**src/rtl/irc_tok_pkg.sv**
```systemverilog
// ============================================================================
// irc_tok_pkg
// Shared types and constants of the chat-line tokenizer: byte codes, parse
// modes, byte roles and the result record handed from parser to output stage.
// ============================================================================
package irc_tok_pkg;

    // Default argument limit
    localparam int IRC_MAX_ARGS = 16;

    // Byte codes the parser reacts to
    localparam logic [7:0] CHAR_COLON = 8'h3A;
    localparam logic [7:0] CHAR_BANG  = 8'h21;
    localparam logic [7:0] CHAR_SPACE = 8'h20;
    localparam logic [7:0] CHAR_CR    = 8'h0D;
    localparam logic [7:0] CHAR_LF    = 8'h0A;
    localparam logic [7:0] CHAR_NUL   = 8'h00;

    // Position within the current line
    typedef enum logic [2:0] {
        MODE_START     = 3'd0,
        MODE_PREFIX    = 3'd1,
        MODE_CMD_FIRST = 3'd2,
        MODE_CMD       = 3'd3,
        MODE_ARG_SPACE = 3'd4,
        MODE_ARG       = 3'd5,
        MODE_TRAIL     = 3'd6,
        MODE_SKIP      = 3'd7
    } mode_t;

    // Role tag attached to each byte
    typedef enum logic [2:0] {
        ROLE_NICK   = 3'd0,
        ROLE_PREFIX = 3'd1,
        ROLE_CMD    = 3'd2,
        ROLE_ARG    = 3'd3,
        ROLE_DELIM  = 3'd4,
        ROLE_IGNORE = 3'd5,
        ROLE_END    = 3'd6
    } role_t;

    // One tagged byte with its line summary
    typedef struct packed {
        logic [7:0] byte_echo;
        role_t      role;
        logic [3:0] arg_index;
        logic       nick_present;
        logic [4:0] arg_count;
        logic       line_valid;
        logic       arg_overflow;
    } tok_result_t;

endpackage

```
**src/rtl/irc_tok_parser.sv**
```systemverilog
// ============================================================================
// irc_tok_parser
// Line state and per-byte decode: classifies one byte against the current
// parse mode and updates the mode and line counters when told to advance.
// ============================================================================
module irc_tok_parser #(
    parameter int MAX_ARGS = irc_tok_pkg::IRC_MAX_ARGS
) (
    input  logic                     aclk,
    input  logic                     aresetn,
    input  logic                     advance,
    input  logic [7:0]               data_byte,
    input  logic                     stream_end,
    output irc_tok_pkg::tok_result_t res
);
    import irc_tok_pkg::*;

    localparam int CNT_W = $clog2(MAX_ARGS + 1);
    localparam int EXT_W = CNT_W + 5;
    localparam logic [CNT_W-1:0] ARG_LIMIT = CNT_W'(MAX_ARGS);

    mode_t            mode_reg,      mode_next;
    logic [CNT_W-1:0] args_reg,      args_next;
    logic             bang_reg,      bang_next;
    logic             cmd_good_reg,  cmd_good_next;
    logic             overflow_reg,  overflow_next;

    mode_t            eff_mode;
    logic             line_end;
    logic             arg_live;
    logic [EXT_W-1:0] args_ext;
    logic [EXT_W-1:0] idx_ext;

    // Decode common conditions; a line start without a colon acts as command start
    assign line_end = stream_end || (data_byte == CHAR_LF);
    assign eff_mode = ((mode_reg == MODE_START) && (data_byte != CHAR_COLON))
                      ? MODE_CMD_FIRST : mode_reg;
    assign arg_live = !overflow_reg && (args_reg != '0);
    assign args_ext = EXT_W'(args_reg);
    assign idx_ext  = args_ext - EXT_W'(1);

    // Next line state
    always_comb begin
        mode_next     = mode_reg;
        args_next     = args_reg;
        bang_next     = bang_reg;
        cmd_good_next = cmd_good_reg;
        overflow_next = overflow_reg;
        if (line_end) begin
            mode_next     = MODE_START;
            args_next     = '0;
            bang_next     = 1'b0;
            cmd_good_next = 1'b0;
            overflow_next = 1'b0;
        end else begin
            case (eff_mode)
                MODE_START: begin
                    mode_next = MODE_PREFIX;
                end
                MODE_PREFIX: begin
                    if (data_byte == CHAR_SPACE) begin
                        mode_next = MODE_CMD_FIRST;
                    end else if (data_byte == CHAR_BANG) begin
                        bang_next = 1'b1;
                    end
                end
                MODE_CMD_FIRST, MODE_CMD, MODE_ARG_SPACE, MODE_ARG: begin
                    if (data_byte == CHAR_CR) begin
                        mode_next = MODE_SKIP;
                    end else if (data_byte == CHAR_SPACE) begin
                        // open a new argument, or flag one too many
                        if (args_reg >= ARG_LIMIT) begin
                            overflow_next = 1'b1;
                        end else begin
                            args_next = args_reg + CNT_W'(1);
                        end
                        mode_next = MODE_ARG_SPACE;
                    end else if (eff_mode == MODE_CMD_FIRST || eff_mode == MODE_CMD) begin
                        if (eff_mode == MODE_CMD_FIRST && data_byte != CHAR_NUL) begin
                            cmd_good_next = 1'b1;
                        end
                        mode_next = MODE_CMD;
                    end else if (eff_mode == MODE_ARG_SPACE && data_byte == CHAR_COLON) begin
                        mode_next = MODE_TRAIL;
                    end else begin
                        mode_next = MODE_ARG;
                    end
                end
                MODE_TRAIL: begin
                    if (data_byte == CHAR_CR) begin
                        mode_next = MODE_SKIP;
                    end
                end
                default: begin
                    mode_next = mode_reg;
                end
            endcase
        end
    end

    // Role and summary of the current byte
    always_comb begin
        res           = '0;
        res.byte_echo = stream_end ? 8'h00 : data_byte;
        res.role      = ROLE_IGNORE;
        if (line_end) begin
            res.role         = ROLE_END;
            res.nick_present = bang_reg;
            res.arg_count    = args_ext[4:0];
            res.line_valid   = cmd_good_reg;
            res.arg_overflow = overflow_reg;
        end else begin
            case (eff_mode)
                MODE_START: begin
                    res.role = ROLE_DELIM;
                end
                MODE_PREFIX: begin
                    if (data_byte == CHAR_SPACE) begin
                        res.role = ROLE_DELIM;
                    end else if (data_byte == CHAR_BANG && !bang_reg) begin
                        res.role = ROLE_DELIM;
                    end else begin
                        res.role = bang_reg ? ROLE_PREFIX : ROLE_NICK;
                    end
                end
                MODE_CMD_FIRST, MODE_CMD: begin
                    if (data_byte == CHAR_CR || data_byte == CHAR_SPACE) begin
                        res.role = ROLE_DELIM;
                    end else begin
                        res.role = ROLE_CMD;
                    end
                end
                MODE_ARG_SPACE, MODE_ARG: begin
                    if (data_byte == CHAR_CR || data_byte == CHAR_SPACE) begin
                        res.role = ROLE_DELIM;
                    end else if (eff_mode == MODE_ARG_SPACE && data_byte == CHAR_COLON) begin
                        res.role = ROLE_DELIM;
                    end else if (arg_live) begin
                        res.role      = ROLE_ARG;
                        res.arg_index = idx_ext[3:0];
                    end
                end
                MODE_TRAIL: begin
                    if (data_byte == CHAR_CR) begin
                        res.role = ROLE_DELIM;
                    end else if (arg_live) begin
                        res.role      = ROLE_ARG;
                        res.arg_index = idx_ext[3:0];
                    end
                end
                default: begin
                    res.role = ROLE_IGNORE;
                end
            endcase
        end
    end

    // Commit the line state once the byte moves on
    always_ff @(posedge aclk) begin
        if (!aresetn) begin
            mode_reg     <= MODE_START;
            args_reg     <= '0;
            bang_reg     <= 1'b0;
            cmd_good_reg <= 1'b0;
            overflow_reg <= 1'b0;
        end else if (advance) begin
            mode_reg     <= mode_next;
            args_reg     <= args_next;
            bang_reg     <= bang_next;
            cmd_good_reg <= cmd_good_next;
            overflow_reg <= overflow_next;
        end
    end

`ifndef SYNTH
    a_args_bounded: assert property (@(posedge aclk) disable iff (!aresetn)
        args_reg <= ARG_LIMIT)
        else $error("argument count above limit");

    a_overflow_full: assert property (@(posedge aclk) disable iff (!aresetn)
        overflow_reg |-> (args_reg == ARG_LIMIT))
        else $error("overflow flagged before the limit was reached");

    a_end_clears: assert property (@(posedge aclk) disable iff (!aresetn)
        (advance && res.role == ROLE_END) |=>
            (mode_reg == MODE_START && args_reg == '0 && !bang_reg && !overflow_reg))
        else $error("line state not cleared after line end");
`endif

endmodule

```
**src/rtl/irc_line_tokenizer_core.sv**
```systemverilog
// ============================================================================
// irc_line_tokenizer_core
// Streaming tokenizer for chat-protocol lines: tags every byte with its role
// and reports a line summary on each newline or end of stream.
// ============================================================================
// The block takes one byte per clock and gives exactly one result per byte,
// sustaining one byte per cycle with back-to-back requests on both sides.
// A byte is held in an input register, classified in one pass against the
// parse mode and line state registers (the only feedback loops) and written
// to the output register when that register is free, so its result passes
// the input register and then the output register before it is presented.
// While a result waits for m_tready the input register takes one more byte;
// a stalled output stops the pipe once those two stages are full.
// There is no memory and no clearing pass: the block is ready right after
// reset. Lines with an empty command are still reported, with line_valid low.
module irc_line_tokenizer_core #(
    parameter int MAX_ARGS = irc_tok_pkg::IRC_MAX_ARGS
) (
    input  logic        aclk,
    input  logic        aresetn,
    // input stream
    input  logic        s_tvalid,
    output logic        s_tready,
    input  logic [7:0]  s_tdata,    // [7:0] data_byte
    input  logic [0:0]  s_tuser,    // [0] stream_end
    // result stream
    output logic        m_tvalid,
    input  logic        m_tready,
    output logic [23:0] m_tdata,    // [7:0] byte_echo, [11:8] arg_index,
                                    // [12] nick_present, [17:13] arg_count,
                                    // [18] line_valid, [19] arg_overflow
    output logic [2:0]  m_tuser     // [2:0] role
);
    import irc_tok_pkg::*;

    logic        in_valid_reg, in_valid_next;
    logic [7:0]  in_byte_reg;
    logic        in_end_reg;
    logic        out_valid_reg, out_valid_next;
    tok_result_t out_res_reg;

    logic        out_free;
    logic        advance;
    logic        s_fire;
    tok_result_t res;

    // Pipe control: a stage moves when the one after it is free
    assign out_free = !out_valid_reg || m_tready;
    assign advance  = in_valid_reg && out_free;
    assign s_tready = !in_valid_reg || out_free;
    assign s_fire   = s_tvalid && s_tready;

    always_comb begin
        in_valid_next = in_valid_reg;
        if (s_fire) begin
            in_valid_next = 1'b1;
        end else if (advance) begin
            in_valid_next = 1'b0;
        end
    end

    always_comb begin
        out_valid_next = out_valid_reg;
        if (advance) begin
            out_valid_next = 1'b1;
        end else if (m_tready) begin
            out_valid_next = 1'b0;
        end
    end

    // Hold the accepted request
    always_ff @(posedge aclk) begin
        if (!aresetn) begin
            in_valid_reg <= 1'b0;
        end else begin
            in_valid_reg <= in_valid_next;
        end
    end

    always_ff @(posedge aclk) begin
        if (s_fire) begin
            in_byte_reg <= s_tdata;
            in_end_reg  <= s_tuser[0];
        end
    end

    // Classify the held byte
    irc_tok_parser #(
        .MAX_ARGS (MAX_ARGS)
    ) u_parser (
        .aclk       (aclk),
        .aresetn    (aresetn),
        .advance    (advance),
        .data_byte  (in_byte_reg),
        .stream_end (in_end_reg),
        .res        (res)
    );

    // Register the result
    always_ff @(posedge aclk) begin
        if (!aresetn) begin
            out_valid_reg <= 1'b0;
        end else begin
            out_valid_reg <= out_valid_next;
        end
    end

    always_ff @(posedge aclk) begin
        if (advance) begin
            out_res_reg <= res;
        end
    end

    assign m_tvalid = out_valid_reg;
    assign m_tuser  = out_res_reg.role;
    assign m_tdata  = {4'b0000,
                       out_res_reg.arg_overflow,
                       out_res_reg.line_valid,
                       out_res_reg.arg_count,
                       out_res_reg.nick_present,
                       out_res_reg.arg_index,
                       out_res_reg.byte_echo};

endmodule
```
**config.mk**
```make
export PLATFORM = sky130hd
export DESIGN_NAME = irc_line_tokenizer_core
export DESIGN_NICKNAME = d
export VERILOG_FILES = /design/src/rtl/irc_tok_pkg.sv /design/src/rtl/irc_tok_parser.sv /design/src/rtl/irc_line_tokenizer_core.sv
export SDC_FILE = /design/constraint.sdc
export NUM_CORES = 1
export LEC_CHECK = 0
export BUFFER_PORTS_ARGS = -buffer_cell sky130_fd_sc_hd__clkbuf_2
export CORE_ASPECT_RATIO = 2
export CORE_UTILIZATION = 58
export CTS_CLUSTER_DIAMETER = 200
export DETAILED_ROUTE_END_ITERATION = 8
export PLACE_DENSITY = 0.8
export SYNTH_ARGS = -nofsm -noshare
export SYNTH_HDL_FRONTEND = slang
export SYNTH_SLANG_ARGS = --single-unit
export TNS_END_PERCENT = 30
```
**constraint.sdc**
```tcl
create_clock -name aclk -period 3.28 [get_ports aclk]
set_input_delay 0.984 -clock aclk [delete_from_list [all_inputs] [get_ports aclk]]
set_output_delay 0.984 -clock aclk [all_outputs]
set_load 0.005 [all_outputs]
```
* Yosys cells after proc, flatten, opt, wreduce, memory -nomap -nowiden *
Cells that the tools add are included.

storage, ports and cells
  flip-flop bits (word level) = 45
  input port bits = 13
  output and inout bits = 29

cells by class
  add/sub/neg operators = 2
  $lt $le $gt $ge = 1
  equality and inequality tests = 17
  mux-type cells = 46
  reduce and logical (&&, ||, !) cells = 38

operator list
  cell                   number
  $mux W3                13
  $mux W5                5
  $eq A8 B6 Y1 const B   3
  $mux W1                20
  $reduce_bool A2 Y1     9
  $eq A8 B4 Y1 const B   2
  $pmux W3 S5            1
  $mux W4                3
  $pmux W3 S4            1
  $reduce_and A5 Y1      2
  $reduce_bool A5 Y1     2
  $eq A3 B3 Y1 const B   3
  $ne A8 B6 Y1 const B   1
  $pmux W4 S2            1
  $reduce_and A4 Y1      2
  $reduce_bool A8 Y1     1
  $logic_and A1 B1 Y1    7
  $mux W7                1
  $eq A3 B2 Y1 const B   2
  $logic_not A3 Y1       2
  $ne A2 B1 Y1 const B   3
  $ne A3 B1 Y1 const B   2
  $reduce_and A6 Y1      1
  $add A5 B1 Y5 const B  1
  other kinds (8)        16

* Logic depth before layout (Yosys ltp) *
Gate-level depths: netlist of run 1.

  depth after elaboration = 11
  gate-level depth with buffers = 6
  depth with buffers taken out = 6

* Modules after synthesis *
From an unflattened synthesis of run 1, not the netlist that was laid out.

unflattened totals
  cells, all modules = 195
  area, all modules = 2177.1 µm²

modules (own cells, without submodules)
  module                   instances  cells each  area an instance (µm²)  seq. area each (µm²)
  irc_line_tokenizer_core  1          46          1098.6                  1001.0
  irc_tok_parser           1          149         1078.5                  220.2

* Worst setup path before layout of run 1 *
OpenSTA, ideal clock, no wires.

  path type = input-to-reg
  start point = input port m_tready
  end point = register u_parser.mode_reg[2]
  library setup time = 0.117 ns
  arrival time = 2.392 ns
  required time = 3.163 ns
  path slack = 0.771 ns
  stages = 6
  cells stage by stage = nor2b_1 nand2b_1 inv_1 o311ai_1 nor2b_4 a22o_1

between the ends
  word-level cells in the longest chain between the ends = 3

RTL lines
  element                      RTL line                       text
  from (decl)                  irc_line_tokenizer_core.sv:28  input logic m_tready,
  $logic_or A1 B1 Y1           irc_line_tokenizer_core.sv:48  assign out_free = !out_valid_reg || m_tready;
  $logic_and A1 B1 Y1          irc_line_tokenizer_core.sv:49  assign advance = in_valid_reg && out_free;
  net advance                  irc_line_tokenizer_core.sv:43  logic advance;
  $reduce_and A4 Y1 (no line)  --
  to (signal assigned)         irc_tok_parser.sv:167          mode_reg <= mode_next;
  to (decl)                    irc_tok_parser.sv:22           mode_t mode_reg, mode_next;

The timed path passes the listed nets, and every way through them passes these cells.
A chain may end at the register's enable or synchronous reset.

* Worst setup path after layout of run 1 *
  start point = input port m_tready
  end point = output port s_tready

between the ends
  word-level cells in the longest chain between the ends = 2

RTL lines
  element             RTL line                       text
  $logic_or A1 B1 Y1  irc_line_tokenizer_core.sv:48
  $logic_or A1 B1 Y1  irc_line_tokenizer_core.sv:50  assign s_tready = !in_valid_reg || out_free;
  to (decl)           irc_line_tokenizer_core.sv:23  output logic s_tready,

No other way between the ends.

==> qor.txt, run 1 <==
wire length on met2: 2370 um
Netlist cell types: 48
Switching Fraction: 23.3%
boundary pin count: 42
VDD IR-drop max: 0.461 mV
setup repair after global routing missed its margin: false
most frequently used flop master after synthesis: sky130_fd_sc_hd__edfxtp_1
Worst EP arrival: 1.56 ns
number of endpoints failing setup at the final stage: 0
minimum setup slack among reg-to-reg paths: 0.82 ns
worst-case clock buffer depth: 2
WL/cell: 15.4 um
die height: 87.9 um
total area of sequential cells: 1220 um2
final standard cell area without fillers: 2440 um2
Hold Path Cell Cnt: 2
residual DRC count: 0
met3 routed wirelength: 176 um
number of clock buffers inserted by TritonCTS: 5
Seq pwr share: 61.1%
I/O Buffers: 37
slew at the pin closest to its max-slew limit: 0.734 ns
CTS sink cnt: 45
result of the run: finished clean
Die Wd: 45.0 um
Max-Slew Margin vs Limit: 50.8%
CP startpoint kind: input port
Inserted Diodes: 0
cell with the most instances after synthesis: sky130_fd_sc_hd__edfxtp_1
area growth from synthesis to layout: 14.0%
share of the yosys chip area belonging to registers: 57.0%
number of DRC violations after detailed-routing iteration 0: 60
fill count: 271
final hold violation count: 0
flip-flop count of the largest register after layout: 20
wire length reported by the detailed router: 4210 um
via count: 1558
CTS tree: built
endpoint of the worst hold path: u_parser.cmd_good_reg$_SDFFE_PN0P_
Initial DRT Pass Iterations: 4
post-synthesis average cell area: 11.5 um2
internal power summed over all cells: 817 uW
first-pass GRT wire length: 6750 um
worst-skew pair later-pin latency: 0.29 ns
setup skew after layout: 0.00815 ns
ratio of routed vias to standard cells: 5.69
synth cell count leaders: 32 x sky130_fd_sc_hd__edfxtp_1, 20 x sky130_fd_sc_hd__nor2_1, 18 x sky130_fd_sc_hd__nor2b_1
post-placement cell area: 2350 um2
core footprint: 3450 um2
number of warnings reported in the yosys synthesis log: 0
WP data required: 2.30 ns
Worst R2R End: m_tdata[9]$_SDFFCE_PN0P_
number of antenna violations at the first check in global routing: 0
Metal-1 WL: 1510 um
Max Transition Viols Final: 0
number of H-tree levels: 2
top post-synthesis cells by area: sky130_fd_sc_hd__edfxtp_1 45%, sky130_fd_sc_hd__dfxtp_1 12%, sky130_fd_sc_hd__nor2b_1 5.3%
startpoint of the lowest-slack hold path: u_parser.cmd_good_reg$_SDFFE_PN0P_
number of gates given a new drive strength after cts: 0
final worst path period need: 2.55 ns
footprint of the multi-input gates: 841 um2
estimated wirelength of the detail-placed design: 3250 um
largest area contributor in the netlist: sky130_fd_sc_hd__edfxtp_1
final period utilization: 77.6%
Synth Cell Area: 2140 um2
final critical-path setup slack: 0.735 ns
maximum number of pins on one net before global-route repair: 27
setup fix buffers added after clock tree synthesis: 0
non-filler cells, final: 274
Die Outline Area: 3950 um2
Routability Congestion: 0.929
highest layer used for signal routing: met4
root buffer selected by CTS: sky130_fd_sc_hd__clkbuf_8
Reg clk slew, reported paths: 0.08 ns
cell count of the worst reg-to-reg path: 5
row count: 30
worst hold path type: reg -> reg
maximum clock frequency: 393 MHz
Max Fanout on Critical Path: 5
global-route congestion overflow total: 0
total leakage power: 0.917 nW
final sum of negative setup slack: 0 ns
number of placed cells counting well taps: 266
fraction of synthesized cell area taken by the top area cell type: 44.9%
fraction of synthesis flops using an asynchronous set or reset pin: 0%
gr usage total: 23.5%
number of buffers inserted for hold repair after clock tree synthesis: 0
max-cap viol count: 0
Worst Setup Slack post-DPL: 0.731 ns
gate count after technology mapping: 187
launch instance of the worst register-to-register path: in_byte_reg[4]$_DFFE_PP_
Worst Path Class, Setup: in -> out
Initial Util: 62.0%
Clk network pwr share: 31.9%
share of layout cells above drive strength 1: 23.9%
post-route antenna net violation count: 0
Seq cells post-synth: 45
via count of the first global-routing pass: 1465
net switching power: 248 uW
Nets: 241
count of flip-flops with a built-in enable after synthesis: 32
kind of end point of the critical path: output pin
combinational group share of total power: 7.1%
power density over the cells: 436 nW/um2
## stage by stage
step | hold WS [ns] | util, % | total power, mW
final | 0.495 | 70.7 | 1.06
after detailed placement | 0.476 | 68.0 | 0.739
after global placement | 0.450 | 68.0 | 0.736
after CTS | 0.497 | 70.7 | 1.07
after floorplan | 0.429 | - | 0.708
after global routing | 0.522 | 70.7 | 1.10
## how the worst max path moves through the flow
stage	startpoint	to	slack, ns	depth (start not counted)
2_1_floorplan	m_tready	u_parser.mode_reg[2]$_SDFFE_PN0P_	0.77	6
3_3_place_gp	m_tready	s_tready	0.78	4
3_5_place_dp	m_tready	s_tready	0.73	4
4_1_cts	m_tready	s_tready	0.73	4
5_1_grt	m_tready	s_tready	0.64	4
6_report	m_tready	s_tready	0.73	4
## cells in the final DEF, fill, tap and decap left out, types with 5 or more instances in the layout
cell type and n:
sky130_fd_sc_hd__clkbuf_2 37, sky130_fd_sc_hd__a31oi_1 6, sky130_fd_sc_hd__nor2_1 20, sky130_fd_sc_hd__o21ai_0 6
sky130_fd_sc_hd__nor2b_1 18, sky130_fd_sc_hd__or3_1 5, sky130_fd_sc_hd__a21oi_1 6, sky130_fd_sc_hd__dfxtp_1 13
sky130_fd_sc_hd__inv_1 7, sky130_fd_sc_hd__nand2_1 8, sky130_fd_sc_hd__edfxtp_1 32, sky130_fd_sc_hd__nand3_1 5
sky130_fd_sc_hd__clkbuf_8 5
## final cells by class
class	count	share of cell area, %
clock buffers	5	2.82
multi-input cells	127	34.4
clock inverters	3	1.02
flip-flops and latches	45	50.0
well taps	48	2.46
inverters	7	1.08
repair buffers	39	8.20
## power groups by stage
stage          logic [mW]  registers, mW  clock network (mW)
2_1_floorplan      0.0502          0.657                   0
3_3_place_gp       0.0739          0.662                   0
3_5_place_dp       0.0758          0.663                   0
4_1_cts            0.0759          0.650               0.344
5_1_grt            0.0831          0.654               0.362
6_report           0.0754          0.650               0.339
## critical path, stage by stage
cell and delay [ns]:
sky130_fd_sc_hd__clkbuf_2 0.08, sky130_fd_sc_hd__nor2b_1 0.27, sky130_fd_sc_hd__nand2_1 0.11, sky130_fd_sc_hd__clkbuf_2 0.12
## cells by family (layout without fill, tap and decap cells)
| group | count (synthesis) | after routing | synth area share [%] |
|---|---|---|---|
| AND/OR/NAND/NOR | 79 | 79 | 21.7 |
| flip-flops | 45 | 45 | 57.0 |
| AO/OA/AOI/OAI | 39 | 39 | 14.3 |
| buffers and inverters | 18 | 54 | 4.26 |
| adder cells (fa/ha/maj) | 3 | 3 | 1.75 |
| XOR/XNOR | 2 | 2 | 0.818 |
| other | 1 | 4 | 0.175 |
## per-layer routing
| layer | vias to the layer above | global-route usage (%) |
|---|---|---|
| met5 | - | 0 |
| met4 | 0 | 15.7 |
| met3 | 16 | 2.68 |
| met2 | 70 | 39.3 |
| met1 | 711 | 27.1 |
| li1 | 761 | - |
No activity file was read; power rests on OpenSTA's default activity.
==> run 2, diff against run 1 <==
--- a/config.mk
+++ b/config.mk
@@ -7,10 +7,10 @@
 export LEC_CHECK = 0
 export BUFFER_PORTS_ARGS = -buffer_cell sky130_fd_sc_hd__clkbuf_2
 export CORE_ASPECT_RATIO = 2
-export CORE_UTILIZATION = 58
+export CORE_UTILIZATION = 54
 export CTS_CLUSTER_DIAMETER = 200
 export DETAILED_ROUTE_END_ITERATION = 8
-export PLACE_DENSITY = 0.8
+export PLACE_DENSITY = 0.75
 export SYNTH_ARGS = -nofsm -noshare
 export SYNTH_HDL_FRONTEND = slang
 export SYNTH_SLANG_ARGS = --single-unit
==> constraint.sdc (replaced) <==
create_clock -name aclk -period 2.7 [get_ports aclk]
set_input_delay 0.81 -clock aclk [delete_from_list [all_inputs] [get_ports aclk]]
set_output_delay 0.81 -clock aclk [all_outputs]
set_load 0.005 [all_outputs]
==> run 2 against run 1 <==
  * Design area shrank 0.26%
  * Register-to-register slack lost 0.48 ns
  * Sequential share of layout area grew 0.13 points
  * Utilization shrank 6.7 points
  * Total power grew 19%
  * Non-clock buffer count is the same
  * Via count grew 0.96%
  * Combinational power grew 20%
  * Sequential cell count is the same
  * Worst setup slack lost 0.40 ns
  * Global-route usage shrank 1.8 points
  * Largest cell class unchanged
==> qor.txt, run 2 (synthesized netlist as in run 1, its figures left out) <==
result of the run: finished clean
final period utilization: 87.5%
launch instance of the worst register-to-register path: in_byte_reg[4]$_DFFE_PP_
Nets: 241 (unchanged)
Crit. Startpoint: in_byte_reg[4]$_DFFE_PP_
CP startpoint kind: register
area growth from synthesis to layout: 13.7%
Max Transition Viols Final: 0 (unchanged)
most frequent standard cell in the layout excluding fill and tap cells: sky130_fd_sc_hd__clkbuf_2
final standard cell area without fillers: 2440 um2 (-0.26%)
worst-case clock buffer depth: 2 (unchanged)
power density over the cells: 521 nW/um2 (+19%)
die height: 91.1 um (+3.6%)
final hold violation count: 0 (unchanged)
non-filler cells, final: 277 (+1.1%)
Worst R2R End: m_tdata[11]$_SDFFCE_PN0P_
setup skew after layout: 0.00199 ns (-0.00616 ns)
boundary pin count: 42 (unchanged)
setup fix buffers added after clock tree synthesis: 0 (unchanged)
gr usage total: 21.8% (-1.8 points)
wire length reported by the detailed router: 4050 um (-4.0%)
WP data required: 2.73 ns (+0.43 ns)
total leakage power: 0.911 nW (-0.69%)
number of antenna violations at the first check in global routing: 0 (unchanged)
Reg clk slew, reported paths: 0.08 ns (about the same)
number of placed cells counting well taps: 269 (+1.1%)
VDD IR-drop max: 0.346 mV (-25%)
max-cap viol count: 0 (unchanged)
Die Outline Area: 4240 um2 (+7.2%)
worst-skew pair later-pin latency: 0.29 ns (about the same)
residual DRC count: 0 (unchanged)
estimated wirelength of the detail-placed design: 3050 um (-6.3%)
footprint of the multi-input gates: 841 um2 (unchanged)
post-layout utilization of the core: 64.0% (-6.7 points)
flip-flop count of the largest register after layout: 20 (unchanged)
minimum setup slack among reg-to-reg paths: 0.34 ns (-0.48 ns)
Worst EP arrival: 2.40 ns (+0.84 ns)
row count: 32 (+6.7%)
worst hold path type: reg -> reg
setup repair after global routing missed its margin: false
Inserted Diodes: 0 (unchanged)
commonest cells after routing, fill and taps aside: 37 x sky130_fd_sc_hd__clkbuf_2, 32 x sky130_fd_sc_hd__edfxtp_1, 20 x sky130_fd_sc_hd__nor2_1
maximum clock frequency: 423 MHz
via count: 1573 (+0.96%)
total area of sequential cells: 1220 um2 (unchanged)
Routability Congestion: 0.936 (+0.71%)
I/O Buffers: 37 (unchanged)
Largest stage delay, worst path: 0.76 ns (+0.49 ns)
maximum number of pins on one net before global-route repair: 25 (-7.4%)
CP max-delay cell: sky130_fd_sc_hd__or4_1
Initial Util: 56.3% (-5.7 points)
cell count of the worst reg-to-reg path: 5 (unchanged)
WL/cell: 14.6 um (-5.0%)
Worst Path Class, Setup: reg -> reg
Die Wd: 46.5 um (+3.5%)
final worst path period need: 2.36 ns
core footprint: 3800 um2 (+10%)
first-pass GRT wire length: 6730 um (-0.21%)
number of clock buffers inserted by TritonCTS: 5 (unchanged)
Initial DRT Pass Iterations: 4 (unchanged)
number of endpoints failing setup at the final stage: 0 (unchanged)
root buffer selected by CTS: sky130_fd_sc_hd__clkbuf_8
CTS tree: built
number of buffers inserted for hold repair after clock tree synthesis: 0 (unchanged)
share of layout cells above drive strength 1: 23.0% (-0.88 points)
post-route antenna net violation count: 0 (unchanged)
ratio of routed vias to standard cells: 5.68 (-0.13%)
post-placement cell area: 2350 um2 (+0.16%)
fill count: 299 (+10%)
Critical Path End: m_tdata[11]$_SDFFCE_PN0P_
CTS sink cnt: 45 (unchanged)
number of DRC violations after detailed-routing iteration 0: 77 (+28%)
Max Fanout on Critical Path: 10 (+5)
Cell Chain, Critical Path: or4_1 > nor2_8 > nor4_1 > o2111ai_1 > nor2_1
global-route congestion overflow total: 0 (unchanged)
kind of end point of the critical path: register
final sum of negative setup slack: 0 ns (unchanged)
Max-Slew Margin vs Limit: 57.2% (+6.4 points)
via count of the first global-routing pass: 1578 (+7.7%)
number of gates given a new drive strength after cts: 0 (unchanged)
number of H-tree levels: 2 (unchanged)
slew at the pin closest to its max-slew limit: 0.634 ns (-0.100 ns)
[run 2: how the worst min path moves through the flow]
stage | from | to | slack, ns | depth (start not counted)
floorplan | u_parser.cmd_good_reg$_SDFFE_PN0P_ | u_parser.cmd_good_reg$_SDFFE_PN0P_ | 0.43 | 2
global placement | u_parser.cmd_good_reg$_SDFFE_PN0P_ | u_parser.cmd_good_reg$_SDFFE_PN0P_ | 0.46 | 2
detailed placement | u_parser.cmd_good_reg$_SDFFE_PN0P_ | u_parser.cmd_good_reg$_SDFFE_PN0P_ | 0.48 | 2
CTS | u_parser.cmd_good_reg$_SDFFE_PN0P_ | u_parser.cmd_good_reg$_SDFFE_PN0P_ | 0.50 | 2
global route | u_parser.cmd_good_reg$_SDFFE_PN0P_ | u_parser.cmd_good_reg$_SDFFE_PN0P_ | 0.52 | 2
finish | u_parser.cmd_good_reg$_SDFFE_PN0P_ | u_parser.cmd_good_reg$_SDFFE_PN0P_ | 0.50 | 2
[run 2: metrics by stage]
step	hold slack [ns]	power (mW)	worst slack [ns]
3_3_place_gp	0.456	0.894	0.474
4_1_cts	0.500	1.28	0.364
6_report	0.496	1.27	0.337
2_1_floorplan	0.429	0.860	0.365
5_1_grt	0.515	1.31	0.253
3_5_place_dp	0.482	0.896	0.389
[run 2: where the power goes]
| group | internal [mW] | total, mW | switching [mW] |
|---|---|---|---|
| clock | 0.183 | 0.388 | 0.205 |
| combinational | 0.0385 | 0.0906 | 0.0521 |
| sequential | 0.768 | 0.791 | 0.0231 |
[run 2: routing by layer]
metal	track usage, %	vias up	wire length [um]	part of all wire [%]
met2	39.6	64	2290	57
met4	12.5	0	143	3.5
met1	20.3	732	1450	36
met5	0	-	0	0
met3	3.58	17	155	3.8
li1	-	760	-	-
[run 2: layout make-up]
| type | instances | share of cell area [%] |
|---|---|---|
| repair buffers | 39 | 8.22 |
| clock buffers | 7 | 3.13 |
| flip-flops and latches | 45 | 50.1 |
| clock inverters | 1 | 0.308 |
| well taps | 51 | 2.62 |
| multi-input cells | 127 | 34.5 |
| inverters | 7 | 1.08 |
[run 2: critical path: cells and delay by family (launching register included)]
| family | cells | cell delay [ns] |
|---|---|---|
| AND/OR/NAND/NOR | 4 | 1.22 |
| flip-flops | 1 | 0.48 |
| AO/OA/AOI/OAI | 1 | 0.39 |
